--- src/hw/rtl/fp10_fp32_int_converter_assert.svh ---
// assertion macros for the fp10 converter
`ifndef FP10_FP32_INT_CONVERTER_ASSERT_SVH
`define FP10_FP32_INT_CONVERTER_ASSERT_SVH

`ifndef SYNTHESIS
`define FP10C_ASSERT_IMPL(lbl, clk, rst_n, ante, cons, msg) \
  lbl: assert property (@(posedge clk) disable iff (!(rst_n)) (ante) |-> (cons)) \
    else $error(msg);
`define FP10C_ASSERT_NEXT(lbl, clk, rst_n, ante, cons, msg) \
  lbl: assert property (@(posedge clk) disable iff (!(rst_n)) (ante) |=> (cons)) \
    else $error(msg);
`else
`define FP10C_ASSERT_IMPL(lbl, clk, rst_n, ante, cons, msg)
`define FP10C_ASSERT_NEXT(lbl, clk, rst_n, ante, cons, msg)
`endif

`endif

--- src/hw/rtl/fp10c_pkg.sv ---
`default_nettype none

package fp10c_pkg;

  typedef enum logic [1:0] {
    MODE_FP32_TO_FP10 = 2'd0,
    MODE_FP10_TO_FP32 = 2'd1,
    MODE_INT_TO_FP10  = 2'd2,
    MODE_FP10_TO_INT  = 2'd3
  } mode_e;

  localparam logic [8:0]  FP10_INF      = 9'h1F0;
  localparam logic [7:0]  FP32_EXP_MIN  = 8'd113;
  localparam logic [7:0]  FP32_EXP_DEN  = 8'd132;
  localparam logic [7:0]  FP32_EXP_BIAS = 8'd127;
  localparam logic [7:0]  FP10_EXP_ADJ  = 8'd112;
  localparam logic [4:0]  FP10_EXP_INT  = 5'd19;
  localparam logic [31:0] INT_INVALID   = 32'h8000_0000;

  function automatic logic [15:0] fp32_to_fp10(logic [31:0] w);
    logic [15:0] sgn16;
    logic [7:0]  e;
    logic [7:0]  dsh;
    logic [4:0]  sh;
    logic [25:0] m;
    logic [25:0] mask;
    logic [25:0] rem;
    logic [25:0] half;
    logic [5:0]  q;
    logic [12:0] base;
    logic [12:0] mag;
    sgn16 = {{7{w[31]}}, 9'b0};
    e     = w[30:23];
    if (e == 8'hFF) begin
      return sgn16 | {7'b0, FP10_INF} | {15'b0, (w[22:0] != 23'b0)};
    end
    if (e == 8'h00) begin
      return sgn16;
    end
    m = {2'b0, 1'b1, w[22:0]};
    if (e >= FP32_EXP_MIN) begin
      sh   = 5'd19;
      base = 13'({e - FP32_EXP_MIN, 4'b0});
    end else begin
      dsh = FP32_EXP_DEN - e;
      if (dsh > 8'd25) begin
        return sgn16;
      end
      sh   = dsh[4:0];
      base = 13'd0;
    end
    q    = 6'(m >> sh);
    mask = (26'd1 << sh) - 26'd1;
    rem  = m & mask;
    half = 26'd1 << (sh - 5'd1);
    if (rem > half || (rem == half && q[0])) begin
      q = q + 6'd1;
    end
    mag = base + {7'b0, q};
    if (mag >= {4'b0, FP10_INF}) begin
      mag = {4'b0, FP10_INF};
    end
    return sgn16 | {7'b0, mag[8:0]};
  endfunction

  function automatic logic [31:0] fp10_to_fp32(logic [15:0] x);
    logic       sgn;
    logic [4:0] e;
    logic [3:0] f;
    sgn = x[15];
    e   = x[8:4];
    f   = x[3:0];
    if (e == 5'h1F) begin
      return {sgn, 8'hFF, 19'b0, f};
    end
    if (e != 5'h00) begin
      return {sgn, {3'b0, e} + FP10_EXP_ADJ, f, 19'b0};
    end
    // denormal: leading one becomes the hidden bit
    if (f[3]) begin
      return {sgn, 8'd112, f[2:0], 1'b0, 19'b0};
    end else if (f[2]) begin
      return {sgn, 8'd111, f[1:0], 2'b0, 19'b0};
    end else if (f[1]) begin
      return {sgn, 8'd110, f[0], 3'b0, 19'b0};
    end else if (f[0]) begin
      return {sgn, 8'd109, 23'b0};
    end
    return {sgn, 31'b0};
  endfunction

  function automatic logic [15:0] int_to_fp10(logic [31:0] n);
    logic        neg;
    logic [31:0] mag;
    logic [31:0] sh_mag;
    logic [3:0]  p;
    logic [7:0]  ex;
    logic [31:0] w;
    neg = n[31];
    mag = neg ? (32'd0 - n) : n;
    if (mag == 32'd0) begin
      return 16'd0;
    end
    if (mag[31:16] != 16'd0) begin
      return {{7{neg}}, FP10_INF};
    end
    p = 4'd0;
    for (int i = 0; i < 16; i++) begin
      if (mag[i]) begin
        p = 4'(i);
      end
    end
    sh_mag = mag << (5'd23 - {1'b0, p});
    ex     = {4'b0, p} + FP32_EXP_BIAS;
    w      = {neg, ex, sh_mag[22:0]};
    return fp32_to_fp10(w);
  endfunction

  function automatic logic [31:0] fp10_to_int(logic [15:0] x);
    logic        neg;
    logic [4:0]  e;
    logic [31:0] m;
    logic [31:0] mag;
    neg = x[15];
    e   = x[8:4];
    m   = {27'b0, 1'b1, x[3:0]};
    if (e == 5'h1F) begin
      return INT_INVALID;
    end
    if (e == 5'h00) begin
      return 32'd0;
    end
    if (e >= FP10_EXP_INT) begin
      mag = m << (e - FP10_EXP_INT);
    end else begin
      mag = m >> (FP10_EXP_INT - e);
    end
    return neg ? (32'd0 - mag) : mag;
  endfunction

endpackage

`default_nettype wire

--- src/hw/rtl/fp10c_convert.sv ---
`default_nettype none

module fp10c_convert
  import fp10c_pkg::*;
(
  input  var logic [1:0]  mode_i,
  input  var logic [31:0] operand_i,
  output logic     [31:0] result_o
);

  mode_e mode;

  assign mode = mode_e'(mode_i);

  always_comb begin
    unique case (mode)
      MODE_FP32_TO_FP10: result_o = {16'b0, fp32_to_fp10(operand_i)};
      MODE_FP10_TO_FP32: result_o = fp10_to_fp32(operand_i[15:0]);
      MODE_INT_TO_FP10:  result_o = {16'b0, int_to_fp10(operand_i)};
      MODE_FP10_TO_INT:  result_o = fp10_to_int(operand_i[15:0]);
      default:           result_o = 32'd0;
    endcase
  end

endmodule

`default_nettype wire

--- src/hw/rtl/fp10_fp32_int_converter.sv ---
// channel | valid       | stall       | payload
// --------+-------------+-------------+--------------------
// in      | in_valid_i  | in_stall_o  | mode_i, operand_i
// out     | out_valid_o | out_stall_i | result_o
//
// two register stages: input register, then conversion logic into the result register
// one item per cycle while out_stall_i is low; out_valid_o flags result_q as valid
// reset clears both stage valid bits; payload registers are not reset
// in_stall_o rises only when both stages hold an item and out_stall_i is high
`default_nettype none

module fp10_fp32_int_converter
  import fp10c_pkg::*;
(
  input  var logic        clk_i,
  input  var logic        rst_ni,
  input  var logic        in_valid_i,
  output logic            in_stall_o,
  input  var logic [1:0]  mode_i,
  input  var logic [31:0] operand_i,
  output logic            out_valid_o,
  input  var logic        out_stall_i,
  output logic     [31:0] result_o
);

  logic        in_vld_q;
  logic [1:0]  mode_q;
  logic [31:0] operand_q;
  logic        out_vld_q;
  logic [31:0] result_q;
  logic [31:0] result_d;
  logic        adv_out;
  logic        adv_in;

  assign adv_out    = !out_vld_q || !out_stall_i;
  assign adv_in     = !in_vld_q || adv_out;
  assign in_stall_o = !adv_in;

  fp10c_convert u_convert (
    .mode_i    (mode_q),
    .operand_i (operand_q),
    .result_o  (result_d)
  );

  always_ff @(posedge clk_i or negedge rst_ni) begin
    if (!rst_ni) begin
      in_vld_q  <= 1'b0;
      out_vld_q <= 1'b0;
    end else begin
      if (adv_in) begin
        in_vld_q <= in_valid_i;
      end
      if (adv_out) begin
        out_vld_q <= in_vld_q;
      end
    end
  end

  always_ff @(posedge clk_i) begin
    if (adv_in && in_valid_i) begin
      mode_q    <= mode_i;
      operand_q <= operand_i;
    end
    if (adv_out && in_vld_q) begin
      result_q <= result_d;
    end
  end

  assign out_valid_o = out_vld_q;
  assign result_o    = result_q;

`include "fp10_fp32_int_converter_assert.svh"

  `FP10C_ASSERT_IMPL(a_stall_full, clk_i, rst_ni, in_stall_o,
    in_vld_q && out_vld_q && out_stall_i, "stall without a full pipe")
  `FP10C_ASSERT_NEXT(a_item_moves, clk_i, rst_ni, in_vld_q && adv_out,
    out_vld_q, "item lost between stages")
  `FP10C_ASSERT_NEXT(a_fp10_upper, clk_i, rst_ni,
    in_vld_q && adv_out && (mode_q == MODE_FP32_TO_FP10 || mode_q == MODE_INT_TO_FP10),
    result_q[31:16] == 16'd0, "fp10 result upper bits set")

endmodule

`default_nettype wire
--- config.mk ---
export PLATFORM = sky130hd
export DESIGN_NAME = fp10_fp32_int_converter
export DESIGN_NICKNAME = d
export VERILOG_FILES = /design/src/hw/rtl/fp10c_pkg.sv /design/src/hw/rtl/fp10c_convert.sv /design/src/hw/rtl/fp10_fp32_int_converter.sv
export VERILOG_INCLUDE_DIRS = /design/src /design/src/hw/rtl
export SDC_FILE = /design/constraint.sdc
export NUM_CORES = 1
export LEC_CHECK = 0
export BUFFER_PORTS_ARGS = -buffer_cell sky130_fd_sc_hd__buf_2
export CORE_MARGIN = 2
export CORE_UTILIZATION = 32
export DETAILED_ROUTE_END_ITERATION = 16
export PLACE_DENSITY = 0.49
export SYNTH_ARGS = -nofsm -noshare
export SYNTH_HDL_FRONTEND = slang
export SYNTH_HIERARCHICAL = 1
export SYNTH_SLANG_ARGS = --single-unit
--- constraint.sdc ---
create_clock -name clk_i -period 18 [get_ports clk_i]
set_input_delay 5.4 -clock clk_i [delete_from_list [all_inputs] [get_ports clk_i]]
set_output_delay 5.4 -clock clk_i [all_outputs]
set_load 0.005 [all_outputs]
==> results.json, run 1 <==
{
  "cts_resized": 0,
  "end_kind": "flip-flop",
  "rsz0062_at_grt": "no",
  "ys_types": 104,
  "setup_viol_count_final": 0,
  "finalCritPeriodShare_pct": 68.3,
  "syn_area_um2": 11400,
  "synth.ff_latch_count": 68,
  "outcome": "complete, no violations",
  "yosysTopAreaCellShare_pct": 17.4,
  "synth_cells": 1550,
  "synthArstFlopShare_pct": 2.94,
  "die_area_um2": 37100,
  "initial_core_util_pct": 32.2,
  "drt_wl_total_mm": 45.2,
  "grt-ovfl-total": 0,
  "place_congestion": 0.952,
  "netlist_top_cells_area": "edfxtp_1, ha_1, nand2_1",
  "ir_drop_mv": 0.0675,
  "htreeDepth": 3,
  "maxCapViolCount": 0,
  "synthFlopType": "edfxtp_1",
  "crit_top_cell": "ha_1",
  "clk_path_buf_depth": 2,
  "ios": 72,
  "required_ns": 18.09,
  "core_um2": 35300,
  "yosysSeqAreaShare_pct": 17.9,
  "grt_pass1_vias": 11600,
  "cp_max_fo": 33,
  "grt_pass1_wl_mm": 69.4,
  "cts_tree": "yes",
  "row_count": 69,
  "timing.slew.headroom_pct": 27.2,
  "hold_viol_final": 0,
  "antenna_cells_inserted": 0,
  "maxSlewViolCount": 0,
  "postCtsHoldBufs": 0,
  "via_per_inst": 6.14,
  "setup_tns_ns": 0,
  "worst_pin_slew_ns": 1.08,
  "crit_buf_inv": 2,
  "die_w_um": 193,
  "instances_no_fill": 2031,
  "first_pass_iters": 5,
  "yosys_warnings": 6,
  "worst-setup-path-type": "reg2reg",
  "cts_root_buffer": "clkbuf_16",
  "port_buffers": 71,
  "cp-start-kind": "flip-flop",
  "cts_sinks": 68,
  "p_leak_nw": 4.55,
  "drt_iter0_drc": 1335,
  "syn_area_per_cell_um2": 7.34,
  "cp_slowest_stage_delay_ns": 0.94,
  "finClkSkew_ns": 0.00961,
  "ant_nets": 0,
  "holdWs_ns": 0.509,
  "hp-class": "reg2reg",
  "yosysTopAreaCell": "edfxtp_1",
  "crit_arrival_ns": 12.39,
  "final_nets": 1676,
  "synth_edf_count": 66,
  "dp_hpwl_mm": 34.8,
  "vias": 12500,
  "cts_inserted_buffers": 9,
  "cts_setup_buffers": 0,
  "wl_per_cell_um": 22.2,
  "fmax_mhz": 81.3,
  "clkTransAtPathRegs_ns": 0.06,
  "antenna_found_initial": 1,
  "drcViolationCount": 0,
  "powerDensity_nw_per_um2": 68.4,
  "grt_use_total_pct": 24.4,
  "die_h_um": 193,
  "critPathTopFamily": "simple AND/OR/NAND/NOR gates",
  "area_growth_pct": 9.73,
  "clkLatencyLatePin_ns": 0.37,
  "period_minus_slack_ns": 12.29,
  "placedCellCount": 2015,
  "drive_above_1_share_pct": 11.4,
  "grt_max_degree": 54,
  "slowest_stage": "edfxtp_1"
}
cell usage in the layout, fill, tap and decap left out, drive strengths merged, types with 49 or more instances in the layout:
master / count
edfxtp: 66
o21ai: 117
nand3: 64
nand2: 207
a21oi: 105
ha: 71
xnor2: 49
nor2: 159
buf: 96
nor3: 57
power breakdown:
| part | internal, mW | switching, mW |
|---|---|---|
| combinational | 0.150 | 0.281 |
| clock | 0.135 | 0.0769 |
| sequential | 0.191 | 0.0205 |
routing by layer:
layer	routed length [um]	GRT usage, %	vias to the layer above
met5	124	2.34	-
met4	1360	8.02	4
met3	3770	5.71	91
met2	19400	36.8	592
met1	20500	33.9	5887
li1	-	-	5905
state kept, by name, summed over array words and instances (netlist names):
name	cells
in_vld_q	1
mode_q	2
operand_q	32
out_valid_o	1
result_o	32
path summary, 6_finish.rpt:
path	startpoint	cells past startpoint	end	slack [ns]
worst max-delay path	operand_q[4]$_DFFE_PP_	41	result_o[3]$_DFFE_PP_	5.71
worst min-delay path	in_vld_q$_DFFE_PN0P_	1	out_valid_o$_DFFE_PN0P_	0.51
max in group asynchronous	rst_ni	1	in_vld_q$_DFFE_PN0P_	13.11
min in group asynchronous	rst_ni	1	out_valid_o$_DFFE_PN0P_	4.80
worst max register to register	operand_q[4]$_DFFE_PP_	41	result_o[3]$_DFFE_PP_	5.71
worst min register to register	in_vld_q$_DFFE_PN0P_	1	out_valid_o$_DFFE_PN0P_	0.51
cell type report:
type	count	area, um^2
Clock inverter	6	113
Tap cell	461	577
Timing Repair Buffer	96	543
Fill cell	3807	22800
Inverter	41	154
Sequential cell	68	2030
Clock buffer	10	229
Multi-Input combinational cell	1349	8840
cells by family after synthesis:
kind of cell             Yosys count  synth area share (%)
other                              2                0.0660
AO/OA/AOI/OAI                    492                  29.8
multiplexers                      40                  5.11
adder cells (fa/ha/maj)           73                  8.16
XOR/XNOR                          80                  6.47
flip-flops                        68                  17.9
AND/OR/NAND/NOR                  656                  27.7
buffers and inverters            139                  4.86
synthesized netlist by cell type, types with 7 or more instances:
cell,instances
mux2i_1,21
buf_2,16
nand4_1,28
nand2b_1,16
a22oi_1,11
and2_1,22
edfxtp_1,66
nor2b_1,17
clkbuf_1,69
buf_1,10
ha_1,71
o31ai_1,11
o22ai_1,15
o21ai_0,111
a31oi_1,22
nor2_1,158
inv_1,34
or2_2,7
a21oi_1,104
nor4_1,14
nand2_1,206
a221oi_1,13
mux4_2,14
a211oi_1,18
or3_1,9
and3_1,20
xor2_1,29
o2111ai_1,9
nor3_1,57
a21o_1,16
o21a_1,22
o211ai_1,23
xnor2_1,47
nand3_1,62
a32oi_1,12
per-stage QoR:
| stage | utilization, % | total power [mW] | instance area (um^2) | setup slack (ns) |
|---|---|---|---|---|
| after global placement | 34.4 | 0.638 | 12100 | 6.21 |
| after CTS | 35.4 | 0.853 | 12500 | 5.83 |
| after global routing | 35.4 | 0.908 | 12500 | 4.58 |
| after floorplan | - | 0.505 | 11400 | 7.07 |
| after detailed placement | 34.4 | 0.634 | 12100 | 5.93 |
| final | 35.4 | 0.854 | 12500 | 5.71 |
No activity file was read; power rests on OpenSTA's default activity.
==> inputs of run 2 (changes only) <==
clock period = 11.4 ns   (was 18 ns; I/O delays follow)
==> run 2 against run 1 <==
Effect of this change:
- first-iteration DRC count up 5.3%
- setup slack worse by 5.0 ns
- power up 57%
- largest power group unchanged
- critical path type unchanged
- critical endpoint is now result_o[4]$_DFFE_PP_
==> results.json, run 2 (synthesis gave the netlist of run 1 again) <==
{
  "outcome": "complete, no violations",
  "drcViolationCount": 0,
  "p_seq_share_pct": 24.2,
  "crit_arrival_ns": 10.76,
  "placedCellCount": 2038,
  "finClkSkew_ns": 0.0129,
  "layout_commonest_cell": "nand2_1",
  "pwr-share-comb_pct": 52.4,
  "clkTransAtPathRegs_ns": 0.07,
  "via_per_inst": 6.13,
  "cp-start-kind": "flip-flop",
  "cts_inserted_buffers": 9,
  "drt_iter0_drc": 1406,
  "setup_tns_ns": 0,
  "ant_nets": 0,
  "initial_core_util_pct": 32.2,
  "final_util_pct": 35.9,
  "die_w_um": 193,
  "worst_pin_slew_ns": 1.12,
  "row_count": 69,
  "drt_wl_total_mm": 45.9,
  "wl_per_cell_um": 22.3,
  "rsz0062_at_grt": "no",
  "slowest_stage": "edfxtp_1",
  "p_int_mw": 0.739,
  "grt_pass1_wl_mm": 70.7,
  "period_minus_slack_ns": 10.65,
  "antenna_cells_inserted": 0,
  "holdWs_ns": 0.506,
  "grt_max_degree": 53,
  "clk_path_buf_depth": 2,
  "placedInstanceArea_um2": 12300,
  "finalCritPeriodShare_pct": 93.4,
  "drive_above_1_share_pct": 13.1,
  "p_leak_nw": 4.68,
  "design_area_um2": 12700,
  "power.share.clock_pct": 23.4,
  "maxSlewViolCount": 0,
  "core_um2": 35300,
  "cts_tree": "yes",
  "cts_sinks": 68,
  "dp_hpwl_mm": 35.2,
  "required_ns": 11.51,
  "port_buffers": 71,
  "worst-setup-path-type": "reg2reg",
  "fmax_mhz": 93.9,
  "dp_slack_ns": 0.912,
  "grt-ovfl-total": 0,
  "final_nets": 1705,
  "total_power_mw": 1.34,
  "antenna_found_initial": 2,
  "grt_use_total_pct": 24.7,
  "crit_top_cell": "a21oi_1",
  "vias": 12600,
  "setup_viol_count_final": 0,
  "fin_ws_ns": 0.754,
  "switching_power_mw": 0.605,
  "grt_pass1_vias": 11800,
  "switching_share_pct": 45.0,
  "postCtsHoldBufs": 0,
  "maxCapViolCount": 0,
  "instances_no_fill": 2060,
  "die_area_um2": 37100,
  "powerDensity_nw_per_um2": 106,
  "die_h_um": 193,
  "cp_max_fo": 18,
  "timing.slew.headroom_pct": 24.9,
  "hp-class": "reg2reg",
  "cts_root_buffer": "clkbuf_16",
  "first_pass_iters": 6,
  "area_growth_pct": 11.4,
  "hold_viol_final": 0,
  "final_cell_mix": "nand2_1, nor2_1, o21ai_0, a21oi_1",
  "ios": 72,
  "cp_slowest_stage_delay_ns": 0.60,
  "clkLatencyLatePin_ns": 0.37,
  "ir_drop_mv": 0.123,
  "htreeDepth": 3,
  "place_congestion": 0.968,
  "end_kind": "flip-flop"
}
==> run 2: changes by cell type in the layout (fill, tap and decap cells not counted), sizes merged <==
cell      change
clkbuf        -1
clkinvlp      +1
bufinv        -1
clkinv        +1
buf          +29
==> run 2: layer usage <==
metal | routed length, um | global-route usage (%) | share of wire [%]
met5 | 0 | 0 | 0
met4 | 1300 | 7.40 | 2.8
met3 | 3010 | 3.96 | 6.6
met2 | 20200 | 37.9 | 44
met1 | 21400 | 35.4 | 47
==> run 2: area by class of cell <==
cell class | count | area, um^2
fill | 3799 | 22600
inverter | 41 | 154
multi-input combinational | 1349 | 8850
sequential | 68 | 2030
clock buffer | 9 | 225
timing repair buffer | 125 | 761
tap | 461 | 577
clock inverter | 7 | 91.3
==> run 2: worst paths after layout <==
| check | startpoint | end | slack, ns | depth (start not counted) |
|---|---|---|---|---|
| max in group asynchronous | rst_ni | in_vld_q$_DFFE_PN0P_ | 8.48 | 1 |
| min reg2reg | in_vld_q$_DFFE_PN0P_ | out_valid_o$_DFFE_PN0P_ | 0.51 | 1 |
| min | in_vld_q$_DFFE_PN0P_ | out_valid_o$_DFFE_PN0P_ | 0.51 | 1 |
| min in group asynchronous | rst_ni | out_valid_o$_DFFE_PN0P_ | 2.83 | 1 |
| max | operand_q[2]$_DFFE_PP_ | result_o[4]$_DFFE_PP_ | 0.75 | 43 |
| max reg2reg | operand_q[2]$_DFFE_PP_ | result_o[4]$_DFFE_PP_ | 0.75 | 43 |
==> run 2: what timing repair did <==
action,4_1_cts,5_1_grt
resized for setup,0,1
setup buffers,0,6
endpoints found under the setup margin,0,6
==> run 2: power groups by stage <==
stage,Combinational (mW),Sequential (mW),Clock [mW]
final,0.704,0.325,0.315
after global routing,0.765,0.328,0.334
after CTS,0.683,0.326,0.328
after detailed placement,0.679,0.331,0
after global placement,0.680,0.332,0
after floorplan,0.480,0.316,0
==> run 2: worst max-delay path, delay by kind of cell (launching register included) <==
kind	cells	cell delay, ns
simple gates	15	3.64
compound gates	17	3.45
xor+xnor	3	0.57
flops	1	0.60
fa+ha+maj	4	1.13
buf+inv	4	0.97
